==> src/rtl/fsjs_pkg.sv <==
// Package for the four-slot job scheduler: table sizes, field widths,
// policy and action codes, register indexes and the sequencer state type.
// No dependencies.
package fsjs_pkg;

  localparam int SLOTS    = 4;
  localparam int SLOT_W   = $clog2(SLOTS);
  localparam int FILL_W   = $clog2(SLOTS + 1);
  localparam int UNITS_W  = 5;
  localparam int TAG_W    = 2;
  localparam int STAMP_W  = 32;
  localparam int QUANT_W  = 4;
  localparam int CFG_IDX_W = 1;
  localparam int CFG_DATA_W = 4;

  localparam logic [QUANT_W-1:0] QUANT_RESET = QUANT_W'(3);

  // Scheduling policies.
  typedef enum logic [1:0] {
    MODE_FCFS = 2'd0,
    MODE_SJF  = 2'd1,
    MODE_PSJF = 2'd2,
    MODE_RR   = 2'd3
  } mode_t;

  // Item actions.
  localparam logic ACT_ADD      = 1'b0;
  localparam logic ACT_DISPATCH = 1'b1;

  // Configuration register indexes.
  localparam logic [CFG_IDX_W-1:0] REG_MODE    = CFG_IDX_W'(0);
  localparam logic [CFG_IDX_W-1:0] REG_QUANTUM = CFG_IDX_W'(1);

  // Sequencer states.
  typedef enum logic [1:0] {
    S_IDLE   = 2'd0,
    S_SCAN   = 2'd1,
    S_UPDATE = 2'd2
  } state_t;

  // Slot index that follows idx, wrapping after the last slot.
  function automatic logic [SLOT_W-1:0] slot_next(input logic [SLOT_W-1:0] idx);
    logic [SLOT_W-1:0] res;
    if (idx == SLOT_W'(SLOTS - 1)) begin
      res = '0;
    end else begin
      res = idx + SLOT_W'(1);
    end
    return res;
  endfunction

endpackage

==> src/rtl/four_slot_job_scheduler.sv <==
// Four-slot job scheduler: job table, selection sequencer and update logic.
// Depends on fsjs_pkg.
//
// Usage
//   Command channel: a word (action, job_tag, burst_units) is taken at a
//   rising edge where start is high and busy is low. An add word with a
//   nonzero burst fills the slot under the fill pointer, if any is left; a
//   dispatch word makes one scheduling decision under scheduling_mode.
//   Result channel: exactly one result word per command, shown on accepted,
//   dispatched, slot_run, tag_run, units_run and job_done for one cycle
//   while done is high. The receiver cannot hold it off, and the block
//   never needs it to: the result register is written once per command.
//   Configuration channel: cfg_valid/cfg_ready with cfg_index and cfg_data.
//   cfg_ready is always high; write only while no command is in flight.
// Sequencing
//   Add and FCFS dispatch words go from idle straight to the update state;
//   done rises as that state ends, and busy drops as done rises, so a new
//   word can be taken while done is high but not before. SJF, preemptive
//   SJF and round robin dispatch words first walk the table one slot per
//   cycle through the single shared compare unit, then go to the update state.
// Reset
//   rst (synchronous, active high) empties the table, clears the stamps,
//   the fill pointer, the job count and the walk pointer, and restores
//   FCFS with a round robin quantum of 3. No result is pending after reset.
module four_slot_job_scheduler (
  input  logic                            clk,
  input  logic                            rst,
  // command channel
  input  logic                            start,
  output logic                            busy,
  input  logic                            action,
  input  logic [fsjs_pkg::TAG_W-1:0]      job_tag,
  input  logic [fsjs_pkg::UNITS_W-1:0]    burst_units,
  // result channel
  output logic                            done,
  output logic                            accepted,
  output logic                            dispatched,
  output logic [1:0]                      slot_run,
  output logic [fsjs_pkg::TAG_W-1:0]      tag_run,
  output logic [fsjs_pkg::UNITS_W-1:0]    units_run,
  output logic                            job_done,
  // configuration channel
  input  logic                            cfg_valid,
  output logic                            cfg_ready,
  input  logic [fsjs_pkg::CFG_IDX_W-1:0]  cfg_index,
  input  logic [fsjs_pkg::CFG_DATA_W-1:0] cfg_data
);

  // Configuration registers.
  fsjs_pkg::mode_t                      scheduling_mode;
  logic [fsjs_pkg::QUANT_W-1:0]         rr_quantum;

  // Job table. A slot is occupied while its remaining count is nonzero.
  logic [fsjs_pkg::TAG_W-1:0]           slot_tag        [fsjs_pkg::SLOTS];
  logic [fsjs_pkg::UNITS_W-1:0]         remaining_units [fsjs_pkg::SLOTS];
  logic [fsjs_pkg::STAMP_W-1:0]         arrival_stamp   [fsjs_pkg::SLOTS];

  logic [fsjs_pkg::FILL_W-1:0]          fill_pointer;
  logic [fsjs_pkg::FILL_W-1:0]          active_jobs;
  logic [fsjs_pkg::SLOT_W-1:0]          current_slot;
  logic [fsjs_pkg::STAMP_W-1:0]         stamp_counter;

  // Latched command word.
  logic                                 act_q;
  logic [fsjs_pkg::TAG_W-1:0]           tag_q;
  logic [fsjs_pkg::UNITS_W-1:0]         burst_q;

  // Sequencer and scan registers.
  fsjs_pkg::state_t                     state, state_next;
  logic [fsjs_pkg::SLOT_W-1:0]          scan_idx;
  logic [fsjs_pkg::SLOT_W-1:0]          best_idx;
  logic [fsjs_pkg::STAMP_W-1:0]         best_key;
  logic                                 best_found;

  // Control decoded from the state.
  logic                                 take_cmd;
  logic                                 scan_en;
  logic                                 upd_en;
  logic                                 scan_last;

  // Single table read port.
  logic [fsjs_pkg::SLOT_W-1:0]          rd_addr;
  logic [fsjs_pkg::UNITS_W-1:0]         rd_rem;
  logic [fsjs_pkg::STAMP_W-1:0]         rd_stamp;
  logic [fsjs_pkg::TAG_W-1:0]           rd_tag;

  // Shared compare unit for the scan.
  logic [fsjs_pkg::STAMP_W-1:0]         cand_key;
  logic                                 cand_better;

  // Update logic results.
  logic                                 wr_en;
  logic                                 tag_we;
  logic [fsjs_pkg::SLOT_W-1:0]          wr_addr;
  logic [fsjs_pkg::UNITS_W-1:0]         wr_rem;
  logic [fsjs_pkg::STAMP_W-1:0]         wr_stamp;
  logic [fsjs_pkg::STAMP_W-1:0]         stamp_counter_next;
  logic [fsjs_pkg::FILL_W-1:0]          fill_pointer_next;
  logic [fsjs_pkg::FILL_W-1:0]          active_jobs_next;
  logic [fsjs_pkg::SLOT_W-1:0]          current_slot_next;
  logic                                 accepted_next;
  logic                                 dispatched_next;
  logic [fsjs_pkg::UNITS_W-1:0]         units_run_next;
  logic                                 job_done_next;
  logic [fsjs_pkg::SLOT_W-1:0]          slot_run_next;
  logic [fsjs_pkg::TAG_W-1:0]           tag_run_next;

  logic [fsjs_pkg::STAMP_W-1:0]         stamp_inc;
  logic [fsjs_pkg::QUANT_W-1:0]         quantum;
  logic [fsjs_pkg::FILL_W-1:0]          fill_base;
  logic                                 found;
  logic                                 finish;

  assign cfg_ready = 1'b1;

  // Configuration writes.
  always_ff @(posedge clk) begin
    if (rst) begin
      scheduling_mode <= fsjs_pkg::MODE_FCFS;
      rr_quantum      <= fsjs_pkg::QUANT_RESET;
    end else if (cfg_valid && cfg_ready) begin
      case (cfg_index)
        fsjs_pkg::REG_MODE:    scheduling_mode <= fsjs_pkg::mode_t'(cfg_data[1:0]);
        fsjs_pkg::REG_QUANTUM: rr_quantum      <= cfg_data[fsjs_pkg::QUANT_W-1:0];
        default: ;
      endcase
    end
  end

  // Next state.
  always_comb begin
    state_next = state;
    case (state)
      fsjs_pkg::S_IDLE: begin
        if (start) begin
          // Adds and FCFS need no walk over the table.
          if (action == fsjs_pkg::ACT_ADD || scheduling_mode == fsjs_pkg::MODE_FCFS) begin
            state_next = fsjs_pkg::S_UPDATE;
          end else begin
            state_next = fsjs_pkg::S_SCAN;
          end
        end
      end
      fsjs_pkg::S_SCAN: begin
        if (scan_last) begin
          state_next = fsjs_pkg::S_UPDATE;
        end
      end
      fsjs_pkg::S_UPDATE: state_next = fsjs_pkg::S_IDLE;
      default:            state_next = fsjs_pkg::S_IDLE;
    endcase
  end

  // State decode.
  always_comb begin
    busy     = 1'b1;
    take_cmd = 1'b0;
    scan_en  = 1'b0;
    upd_en   = 1'b0;
    case (state)
      fsjs_pkg::S_IDLE: begin
        busy     = 1'b0;
        take_cmd = start;
      end
      fsjs_pkg::S_SCAN:   scan_en = 1'b1;
      fsjs_pkg::S_UPDATE: upd_en  = 1'b1;
      default:            busy    = 1'b1;
    endcase
  end

  assign scan_last = (scan_idx == fsjs_pkg::SLOT_W'(fsjs_pkg::SLOTS - 1));

  // The table has one read address: the walk position while scanning,
  // the chosen slot during the update.
  assign rd_addr  = scan_en ? scan_idx : best_idx;
  assign rd_rem   = remaining_units[rd_addr];
  assign rd_stamp = arrival_stamp[rd_addr];
  assign rd_tag   = slot_tag[rd_addr];

  // Round robin ranks by stamp, the shortest job policies by remaining work.
  // Strict less-than keeps the lowest slot among equal keys.
  assign cand_key = (scheduling_mode == fsjs_pkg::MODE_RR) ? rd_stamp :
                    {{(fsjs_pkg::STAMP_W - fsjs_pkg::UNITS_W){1'b0}}, rd_rem};
  assign cand_better = (rd_rem != '0) && (!best_found || cand_key < best_key);

  always_ff @(posedge clk) begin
    if (rst) begin
      state <= fsjs_pkg::S_IDLE;
    end else begin
      state <= state_next;
    end
  end

  // Command latch and scan registers.
  always_ff @(posedge clk) begin
    if (rst) begin
      best_found <= 1'b0;
    end else if (take_cmd) begin
      best_found <= 1'b0;
    end else if (scan_en && cand_better) begin
      best_found <= 1'b1;
    end
  end

  always_ff @(posedge clk) begin
    if (take_cmd) begin
      act_q    <= action;
      tag_q    <= job_tag;
      burst_q  <= burst_units;
      scan_idx <= '0;
      // FCFS looks only at the slot under the walk pointer.
      best_idx <= current_slot;
    end else if (scan_en) begin
      scan_idx <= fsjs_pkg::slot_next(scan_idx);
      if (cand_better) begin
        best_idx <= scan_idx;
        best_key <= cand_key;
      end
    end
  end

  // Update logic: one decision per command, applied in the update cycle.
  assign stamp_inc = stamp_counter + fsjs_pkg::STAMP_W'(1);
  assign quantum   = (rr_quantum == '0) ? fsjs_pkg::QUANT_W'(1) : rr_quantum;
  // Once the table has drained, filling restarts at slot 0.
  assign fill_base = (active_jobs == '0) ? '0 : fill_pointer;
  assign found     = (scheduling_mode == fsjs_pkg::MODE_FCFS) ? (rd_rem != '0) : best_found;

  always_comb begin
    wr_en              = 1'b0;
    tag_we             = 1'b0;
    wr_addr            = best_idx;
    wr_rem             = rd_rem;
    wr_stamp           = rd_stamp;
    stamp_counter_next = stamp_counter;
    fill_pointer_next  = fill_pointer;
    active_jobs_next   = active_jobs;
    current_slot_next  = current_slot;
    accepted_next      = 1'b0;
    dispatched_next    = 1'b0;
    units_run_next     = '0;
    job_done_next      = 1'b0;
    slot_run_next      = '0;
    tag_run_next       = '0;
    finish             = 1'b0;

    if (act_q == fsjs_pkg::ACT_ADD) begin
      fill_pointer_next = fill_base;
      if (fill_base < fsjs_pkg::FILL_W'(fsjs_pkg::SLOTS) && burst_q != '0) begin
        wr_en              = 1'b1;
        tag_we             = 1'b1;
        wr_addr            = fill_base[fsjs_pkg::SLOT_W-1:0];
        wr_rem             = burst_q;
        wr_stamp           = stamp_inc;
        stamp_counter_next = stamp_inc;
        fill_pointer_next  = fill_base + fsjs_pkg::FILL_W'(1);
        active_jobs_next   = active_jobs + fsjs_pkg::FILL_W'(1);
        accepted_next      = 1'b1;
      end
    end else if (!found) begin
      // FCFS keeps walking past an empty slot while jobs remain.
      if (scheduling_mode == fsjs_pkg::MODE_FCFS && active_jobs != '0) begin
        current_slot_next = fsjs_pkg::slot_next(best_idx);
      end else begin
        current_slot_next = '0;
      end
    end else begin
      wr_en             = 1'b1;
      dispatched_next   = 1'b1;
      slot_run_next     = best_idx;
      tag_run_next      = rd_tag;
      current_slot_next = best_idx;
      case (scheduling_mode)
        fsjs_pkg::MODE_FCFS: begin
          units_run_next    = rd_rem;
          finish            = 1'b1;
          current_slot_next = fsjs_pkg::slot_next(best_idx);
        end
        fsjs_pkg::MODE_SJF: begin
          units_run_next = rd_rem;
          finish         = 1'b1;
        end
        fsjs_pkg::MODE_PSJF: begin
          units_run_next = fsjs_pkg::UNITS_W'(1);
          wr_rem         = rd_rem - fsjs_pkg::UNITS_W'(1);
          finish         = (rd_rem == fsjs_pkg::UNITS_W'(1));
        end
        fsjs_pkg::MODE_RR: begin
          if (rd_rem <= fsjs_pkg::UNITS_W'(quantum)) begin
            units_run_next = rd_rem;
            finish         = 1'b1;
          end else begin
            // The job goes to the back of the line with a fresh stamp.
            units_run_next     = fsjs_pkg::UNITS_W'(quantum);
            wr_rem             = rd_rem - fsjs_pkg::UNITS_W'(quantum);
            wr_stamp           = stamp_inc;
            stamp_counter_next = stamp_inc;
          end
        end
        default: ;
      endcase
      if (finish) begin
        wr_rem        = '0;
        wr_stamp      = '0;
        job_done_next = 1'b1;
        if (active_jobs != '0) begin
          active_jobs_next = active_jobs - fsjs_pkg::FILL_W'(1);
        end
      end
    end
  end

  // Table write port.
  always_ff @(posedge clk) begin
    if (rst) begin
      for (int i = 0; i < fsjs_pkg::SLOTS; i++) begin
        remaining_units[i] <= '0;
        arrival_stamp[i]   <= '0;
      end
    end else if (upd_en && wr_en) begin
      remaining_units[wr_addr] <= wr_rem;
      arrival_stamp[wr_addr]   <= wr_stamp;
    end
  end

  always_ff @(posedge clk) begin
    if (upd_en && tag_we) begin
      slot_tag[wr_addr] <= tag_q;
    end
  end

  // Scheduler bookkeeping.
  always_ff @(posedge clk) begin
    if (rst) begin
      fill_pointer  <= '0;
      active_jobs   <= '0;
      current_slot  <= '0;
      stamp_counter <= '0;
    end else if (upd_en) begin
      fill_pointer  <= fill_pointer_next;
      active_jobs   <= active_jobs_next;
      current_slot  <= current_slot_next;
      stamp_counter <= stamp_counter_next;
    end
  end

  // Result register: written once per command, shown for one cycle.
  always_ff @(posedge clk) begin
    if (rst) begin
      done <= 1'b0;
    end else begin
      done <= upd_en;
    end
  end

  always_ff @(posedge clk) begin
    if (upd_en) begin
      accepted   <= accepted_next;
      dispatched <= dispatched_next;
      slot_run   <= 2'(slot_run_next);
      tag_run    <= tag_run_next;
      units_run  <= units_run_next;
      job_done   <= job_done_next;
    end
  end

endmodule

==> config.mk <==
export PLATFORM = sky130hd
export DESIGN_NAME = four_slot_job_scheduler
export DESIGN_NICKNAME = d
export VERILOG_FILES = /design/src/rtl/fsjs_pkg.sv /design/src/rtl/four_slot_job_scheduler.sv
export SDC_FILE = /design/constraint.sdc
export NUM_CORES = 1
export LEC_CHECK = 0
export BUFFER_PORTS_ARGS = -buffer_cell sky130_fd_sc_hd__buf_2
export CORE_ASPECT_RATIO = 0.75
export CORE_MARGIN = 8
export CORE_UTILIZATION = 60
export CTS_CLUSTER_SIZE = 14
export DETAILED_ROUTE_END_ITERATION = 12
export HOLD_SLACK_MARGIN = 0.08
export MAX_ROUTING_LAYER = met4
export PLACE_DENSITY = 0.87
export SYNTH_ARGS = -nofsm -noshare
export SYNTH_HDL_FRONTEND = slang
export SYNTH_SLANG_ARGS = --single-unit
export TNS_END_PERCENT = 20
==> constraint.sdc <==
create_clock -name clk -period 8.8 [get_ports clk]
set_input_delay 0.44 -clock clk [delete_from_list [all_inputs] [get_ports clk]]
set_output_delay 0.44 -clock clk [all_outputs]
set_load 0.05 [all_outputs]
# Yosys cells after proc, flatten, opt, wreduce, memory -nomap -nowiden

Memories as Yosys holds them, arrays and structs flattened. A register that Yosys moved wholly into a read port is not among the register bits.
Cells that the tools add are included.

Flip-flop bits (word level): 104
RAM bits: 156
Output and inout port bits: 15
Memories: 3

Memories:

| name            | depth | width | rd ports | clocked after Yosys merged registers in | wr ports | line                          | text |
|---|---|---|---|---|---|---|---|
| arrival_stamp   | 4     | 32    | 1        | 0                                       | 4        | four_slot_job_scheduler.sv:56 | `logic [fsjs_pkg::STAMP_W-1:0] arrival_stamp [fsjs_pkg::SLOTS];` |
| remaining_units | 4     | 5     | 1        | 0                                       | 4        | four_slot_job_scheduler.sv:55 | `logic [fsjs_pkg::UNITS_W-1:0] remaining_units [fsjs_pkg::SLOTS];` |
| slot_tag        | 4     | 2     | 1        | 1                                       | 1        | four_slot_job_scheduler.sv:54 | `logic [fsjs_pkg::TAG_W-1:0] slot_tag [fsjs_pkg::SLOTS];` |

$add $sub $neg: 8
$lt $le $gt $ge: 3
Equal/unequal tests: 15
Muxes and demuxes: 70
Bitwise gates (word level): 4
Reduce and logical (&&, ||, !) cells: 34

Operators by type and width:

| operator                                         | number |
|---|---|
| 2-to-1 mux 32 bit                                | 13 |
| 2-to-1 mux 5 bit                                 | 7 |
| adder 32 x 1 -> 32 bit, second input constant    | 1 |
| < comparator 32 bit                              | 1 |
| 2-to-1 mux 2 bit                                 | 16 |
| OR reduction 32 bit                              | 1 |
| 2-to-1 mux 1 bit                                 | 22 |
| 2-to-1 mux 3 bit                                 | 7 |
| one-hot mux 5 bit (3 select lines)               | 1 |
| AND reduction 2 bit                              | 7 |
| == test 2 bit, second input constant             | 5 |
| one-hot mux 5 bit (2 select lines)               | 1 |
| AND reduction 5 bit                              | 2 |
| nonzero test 5 bit                               | 2 |
| != test 2 x 1 -> 1 bit, second input constant    | 4 |
| adder 3 x 1 -> 3 bit, second input constant      | 2 |
| logical AND 1 bit                                | 6 |
| != test 2 bit, second input constant             | 3 |
| nonzero test 2 bit                               | 3 |
| == test 5 x 1 -> 1 bit, second input constant    | 1 |
| <= comparator 5 x 4 -> 1 bit                     | 1 |
| OR reduction 5 bit                               | 1 |
| subtractor 5 x 1 -> 5 bit, second input constant | 1 |
| subtractor 5 x 4 -> 5 bit                        | 1 |
| 16 further kinds                                 | 25 |

# Depth between registers and ports, before layout

An unclocked memory read counts as a cell.

Word-level depth: 14
Depth in mapped cells: 21

# Worst setup path after synthesis

No wires, ideal clock.

Path kind: flip-flop to flip-flop
From: register best_idx[0] (netlist bit)
To: register best_idx[0] (netlist bit), enable pin
Arrival: 4098 ps
Required time: 8506 ps
Setup slack: 4408 ps
Stages on the path, launching flop included: 18
Buffers on the path: 5
Clock period less this slack: 4392 ps
Cells stage by stage: edfxtp_1 -> clkbuf_1 -> mux2i_1 -> buf_2 -> buf_2 -> buf_2 -> clkbuf_1 -> nand3_1 -> and3_1 -> ha_1 -> a21o_1 -> a21o_1 -> a21oi_1 -> o21ai_0 -> a21oi_1 -> o21a_1 -> o211a_1 -> or2_2

Cells in the longest elaborated chain, start to end: 8

Ends and longest elaborated chain:

| element                       | line                           | text |
|---|---|---|
| from (decl)                   | four_slot_job_scheduler.sv:71  | `logic [fsjs_pkg::SLOT_W-1:0] best_idx;` |
| from (signal assigned)        | four_slot_job_scheduler.sv:212 | `best_idx <= current_slot;` |
| from (signal assigned)        | four_slot_job_scheduler.sv:216 | `best_idx <= scan_idx;` |
| 2-to-1 mux 2 bit              | four_slot_job_scheduler.sv:175 | `assign rd_addr = scan_en ? scan_idx : best_idx;` |
| memory read (4 x 32 bit)      | n/a                            |  |
| 2-to-1 mux 32 bit             | four_slot_job_scheduler.sv:182 | `assign cand_key = (scheduling_mode == fsjs_pkg::MODE_RR) ? rd_stamp :` |
| net cand_key (one bit)        | four_slot_job_scheduler.sv:88  | `logic [fsjs_pkg::STAMP_W-1:0] cand_key;` |
| < comparator 32 bit           | four_slot_job_scheduler.sv:184 | `assign cand_better = (rd_rem != '0) && (!best_found \|\| cand_key < best_key);` |
| logical OR 1 bit              | four_slot_job_scheduler.sv:184 |  |
| logical AND 1 bit             | four_slot_job_scheduler.sv:184 |  |
| nonzero test 2 bit (no line)  | n/a                            |  |
| AND reduction 2 bit (no line) | n/a                            |  |

The timed path passes the listed nets, and every way through them passes these cells.
A chain may end at the register's enable or synchronous reset.

==> metrics.txt <==
status=finished, final reports clean; vias=11090; vias in the first global route=10700; max layer used=met4; number of port buffers=30; DRT iter0 DRCs=1576; Post-CTS Hold Fix Bufs=0; Die H=147.8 um; CTS root buf=clkbuf_16; Finished Layout Cells=1710; synth warn=0; most frequent cell after synthesis=nor2_1; GP Congestion=0.9485; ys flop type=edfxtp_1; Final Power=2.853 mW; postcts setup bufs=0; post-DR wirelength/cell=22.25 um; final cycle utilization of the critical path=62.22%; Starting Density=60.70%; post-synth top area share=45.41%; Synth Cell Area=13890 um2; Die X=191.7 um; placed cells=1665; number of flops mapped to enable cells by yosys=210; clock buffer depth=3; RSZ-0062 raised after global routing=no; DRT antenna net count=0; Pleak=5.680 nW; crit-path cells=nand2b_4 -> mux2i_4 -> buf_4 -> mux2_2 -> inv_1 -> ha_1 -> a21oi_1 -> a21boi_0 -> o21ai_0 -> o21ai_1 -> buf_4 -> a31oi_2 -> nor2_1 -> a31oi_1 -> nor2_1; Startpoint Class=register; post-CTS resize count=0; Reg clk slew, reported paths=0.07 ns; DRC viols=0; Mapped Avg Cell Area=9.927 um2; vias per inst=6.487; WP data required=9.05 ns; Critical Path Sink Type=register; clock latency on the worst-skew pair=0.53 ns; Async S/R FF share, synth=0%; worst setup path category=reg -> reg; post-DP HPWL=24720 um; family with the most delay on the worst path=compound AO/OA/AOI/OAI gates; area leader, netlist=edfxtp_1; global-route wire length before repair=59460 um; Slew @ Worst Pin=1.257 ns; synth top area cells=edfxtp_1 45%, dfxtp_1 7.5%, nor2_1 6.6%; commonest cells in the netlist=245 x nor2_1, 210 x edfxtp_1, 173 x nand2_1; Fin Clk Skew=0.01048 ns; nets=1452; ant diodes=0; CTS Buf Count=25; CTS H-Tree Depth=1; grt ovf=0; core area=22880 um2; met3 routed WL=5887 um; hold crit path type=in -> reg; Rel. slew slack=15.43%; synth-to-layout area growth=8.090%; P per Cell Area=190.0 nW/um2; CTS tree=built; Worst IR Drop VDD=177.1 uV; max_cap viols=0; Net Count, Synth=1459; Rows=48; initial antenna violation count=0; # IOs=32; max-slew violations=0; sequential-to-total area share from yosys stat=52.90%; met1 WL=15210 um; maximum net fanout on the critical path=46; final hold viol count=0; met2 routed WL=16120 um; WP buf/inv=3; total track usage=27.49%; Mapped Cells=1399; CP max stage cell=a31oi_2; Worst path max stage delay=0.76 ns; FF+latch count, synth=262; layout cells sized above 1=9.078%; Pre-antenna DRT Iters=6; final WL=38050 um; setup tns final=0 ns; # clock sinks=262; full die area=28320 um2; Final Setup Violations=0; Distinct cells, synth=77; FF-to-FF setup slack=3.32 ns; FMAX=182.6 MHz; Crit path arrival time=5.73 ns; largest net degree at the start of global routing=58; post-layout min period=5.475 ns
==> where the power goes <==
group / total, mW / internal [mW] / switching, mW
combinational: 0.381 / 0.107 / 0.274
clock: 1.07 / 0.607 / 0.463
sequential: 1.40 / 1.38 / 0.0224
==> path summary, 6_finish.rpt <==
path,to,from,cells after the start
worst min-delay path,burst_q[3],burst_units[3],1
worst min register to register,rr_quantum[3],rr_quantum[3],2
worst max-delay path,arrival_stamp[1][19],state[1],15
worst max register to register,arrival_stamp[1][19],state[1],15
==> cell usage in the layout (no fill, tap or decap), types with 5 or more instances in the layout <==
| cell | count |
|---|---|
| nor4_1 | 5 |
| a31o_2 | 6 |
| a31oi_1 | 20 |
| buf_4 | 21 |
| clkbuf_1 | 6 |
| xnor2_1 | 20 |
| nand2b_1 | 8 |
| xor2_1 | 44 |
| a22oi_1 | 5 |
| a21oi_1 | 59 |
| nor2b_1 | 9 |
| o21a_1 | 10 |
| mux4_2 | 6 |
| edfxtp_1 | 210 |
| inv_1 | 55 |
| ha_1 | 41 |
| mux2i_1 | 33 |
| dfxtp_1 | 52 |
| a32oi_1 | 10 |
| nand4_1 | 18 |
| a211oi_1 | 14 |
| o21ai_0 | 28 |
| and3_1 | 34 |
| nand3b_1 | 9 |
| buf_2 | 30 |
| a21o_1 | 8 |
| o22ai_1 | 8 |
| nand2_1 | 173 |
| nand3_1 | 67 |
| nor2_1 | 245 |
| and2_1 | 17 |
| clkinv_2 | 7 |
| nor3_1 | 19 |
| clkbuf_16 | 25 |
==> per-layer routing <==
metal	up-vias	track usage, %
met4	0	6.336
li1	4950	-
met1	5291	38.35
met2	769	38.22
met5	-	-
met3	82	9.298
==> through the flow <==
| stage | hold slack, ns | utilization [%] | cell area (um2) | setup slack (ns) |
|---|---|---|---|---|
| floorplan | 0.4363 | - | 13890 | 4.408 |
| global placement | 0.4431 | 62.13 | 14220 | 3.695 |
| CTS | 0.08664 | 65.61 | 15010 | 3.491 |
| global route | 0.08890 | 65.61 | 15010 | 3.100 |
| finish | 0.08959 | 65.61 | 15010 | 3.325 |
| detailed placement | 0.4492 | 62.13 | 14220 | 3.522 |
==> state kept, by name, indices dropped and copies added, names as in the netlist <==
signal           flops
tag_run              2
done                 1
dispatched           1
rr_quantum           4
state                2
remaining_units     20
arrival_stamp      128
scan_idx             2
current_slot         2
best_idx             2
burst_q              5
job_done             1
active_jobs          3
stamp_counter       32
units_run            5
scheduling_mode      2
act_q                1
accepted             1
fill_pointer         3
slot_tag             8
slot_run             2
tag_q                2
best_found           1
best_key            32
==> worst register-to-register path: stages (launching register included) <==
cell and delay [ns]:
dfxtp_1 0.42, nand2b_4 0.27, mux2i_4 0.26, buf_4 0.58
mux2_2 0.55, inv_1 0.12, ha_1 0.29, a21oi_1 0.22
a21boi_0 0.14, o21ai_0 0.46, o21ai_1 0.18, buf_4 0.25
a31oi_2 0.76, nor2_1 0.17, a31oi_1 0.40, nor2_1 0.14
==> final cells by class <==
cell class                      count  area [um2]
Clock buffer                       34       689.4
Clock inverter                     11       106.4
Fill cell                        1698        7870
Inverter                           56       210.2
Multi-Input combinational cell    996        5976
Sequential cell                   262        7347
Tap cell                          300       375.4
Timing Repair Buffer               51       307.8
==> logic make-up after synthesis <==
group / count (synthesis) / synth area share [%]
simple gates: 624 / 20.08
flops: 262 / 52.90
compound gates: 219 / 10.78
buf+inv: 141 / 4.333
xor+xnor: 64 / 4.036
mux: 45 / 3.856
fa+ha+maj: 43 / 3.982
other cells: 1 / 0.02700
Note: power is estimated with default switching activity, not from simulation.
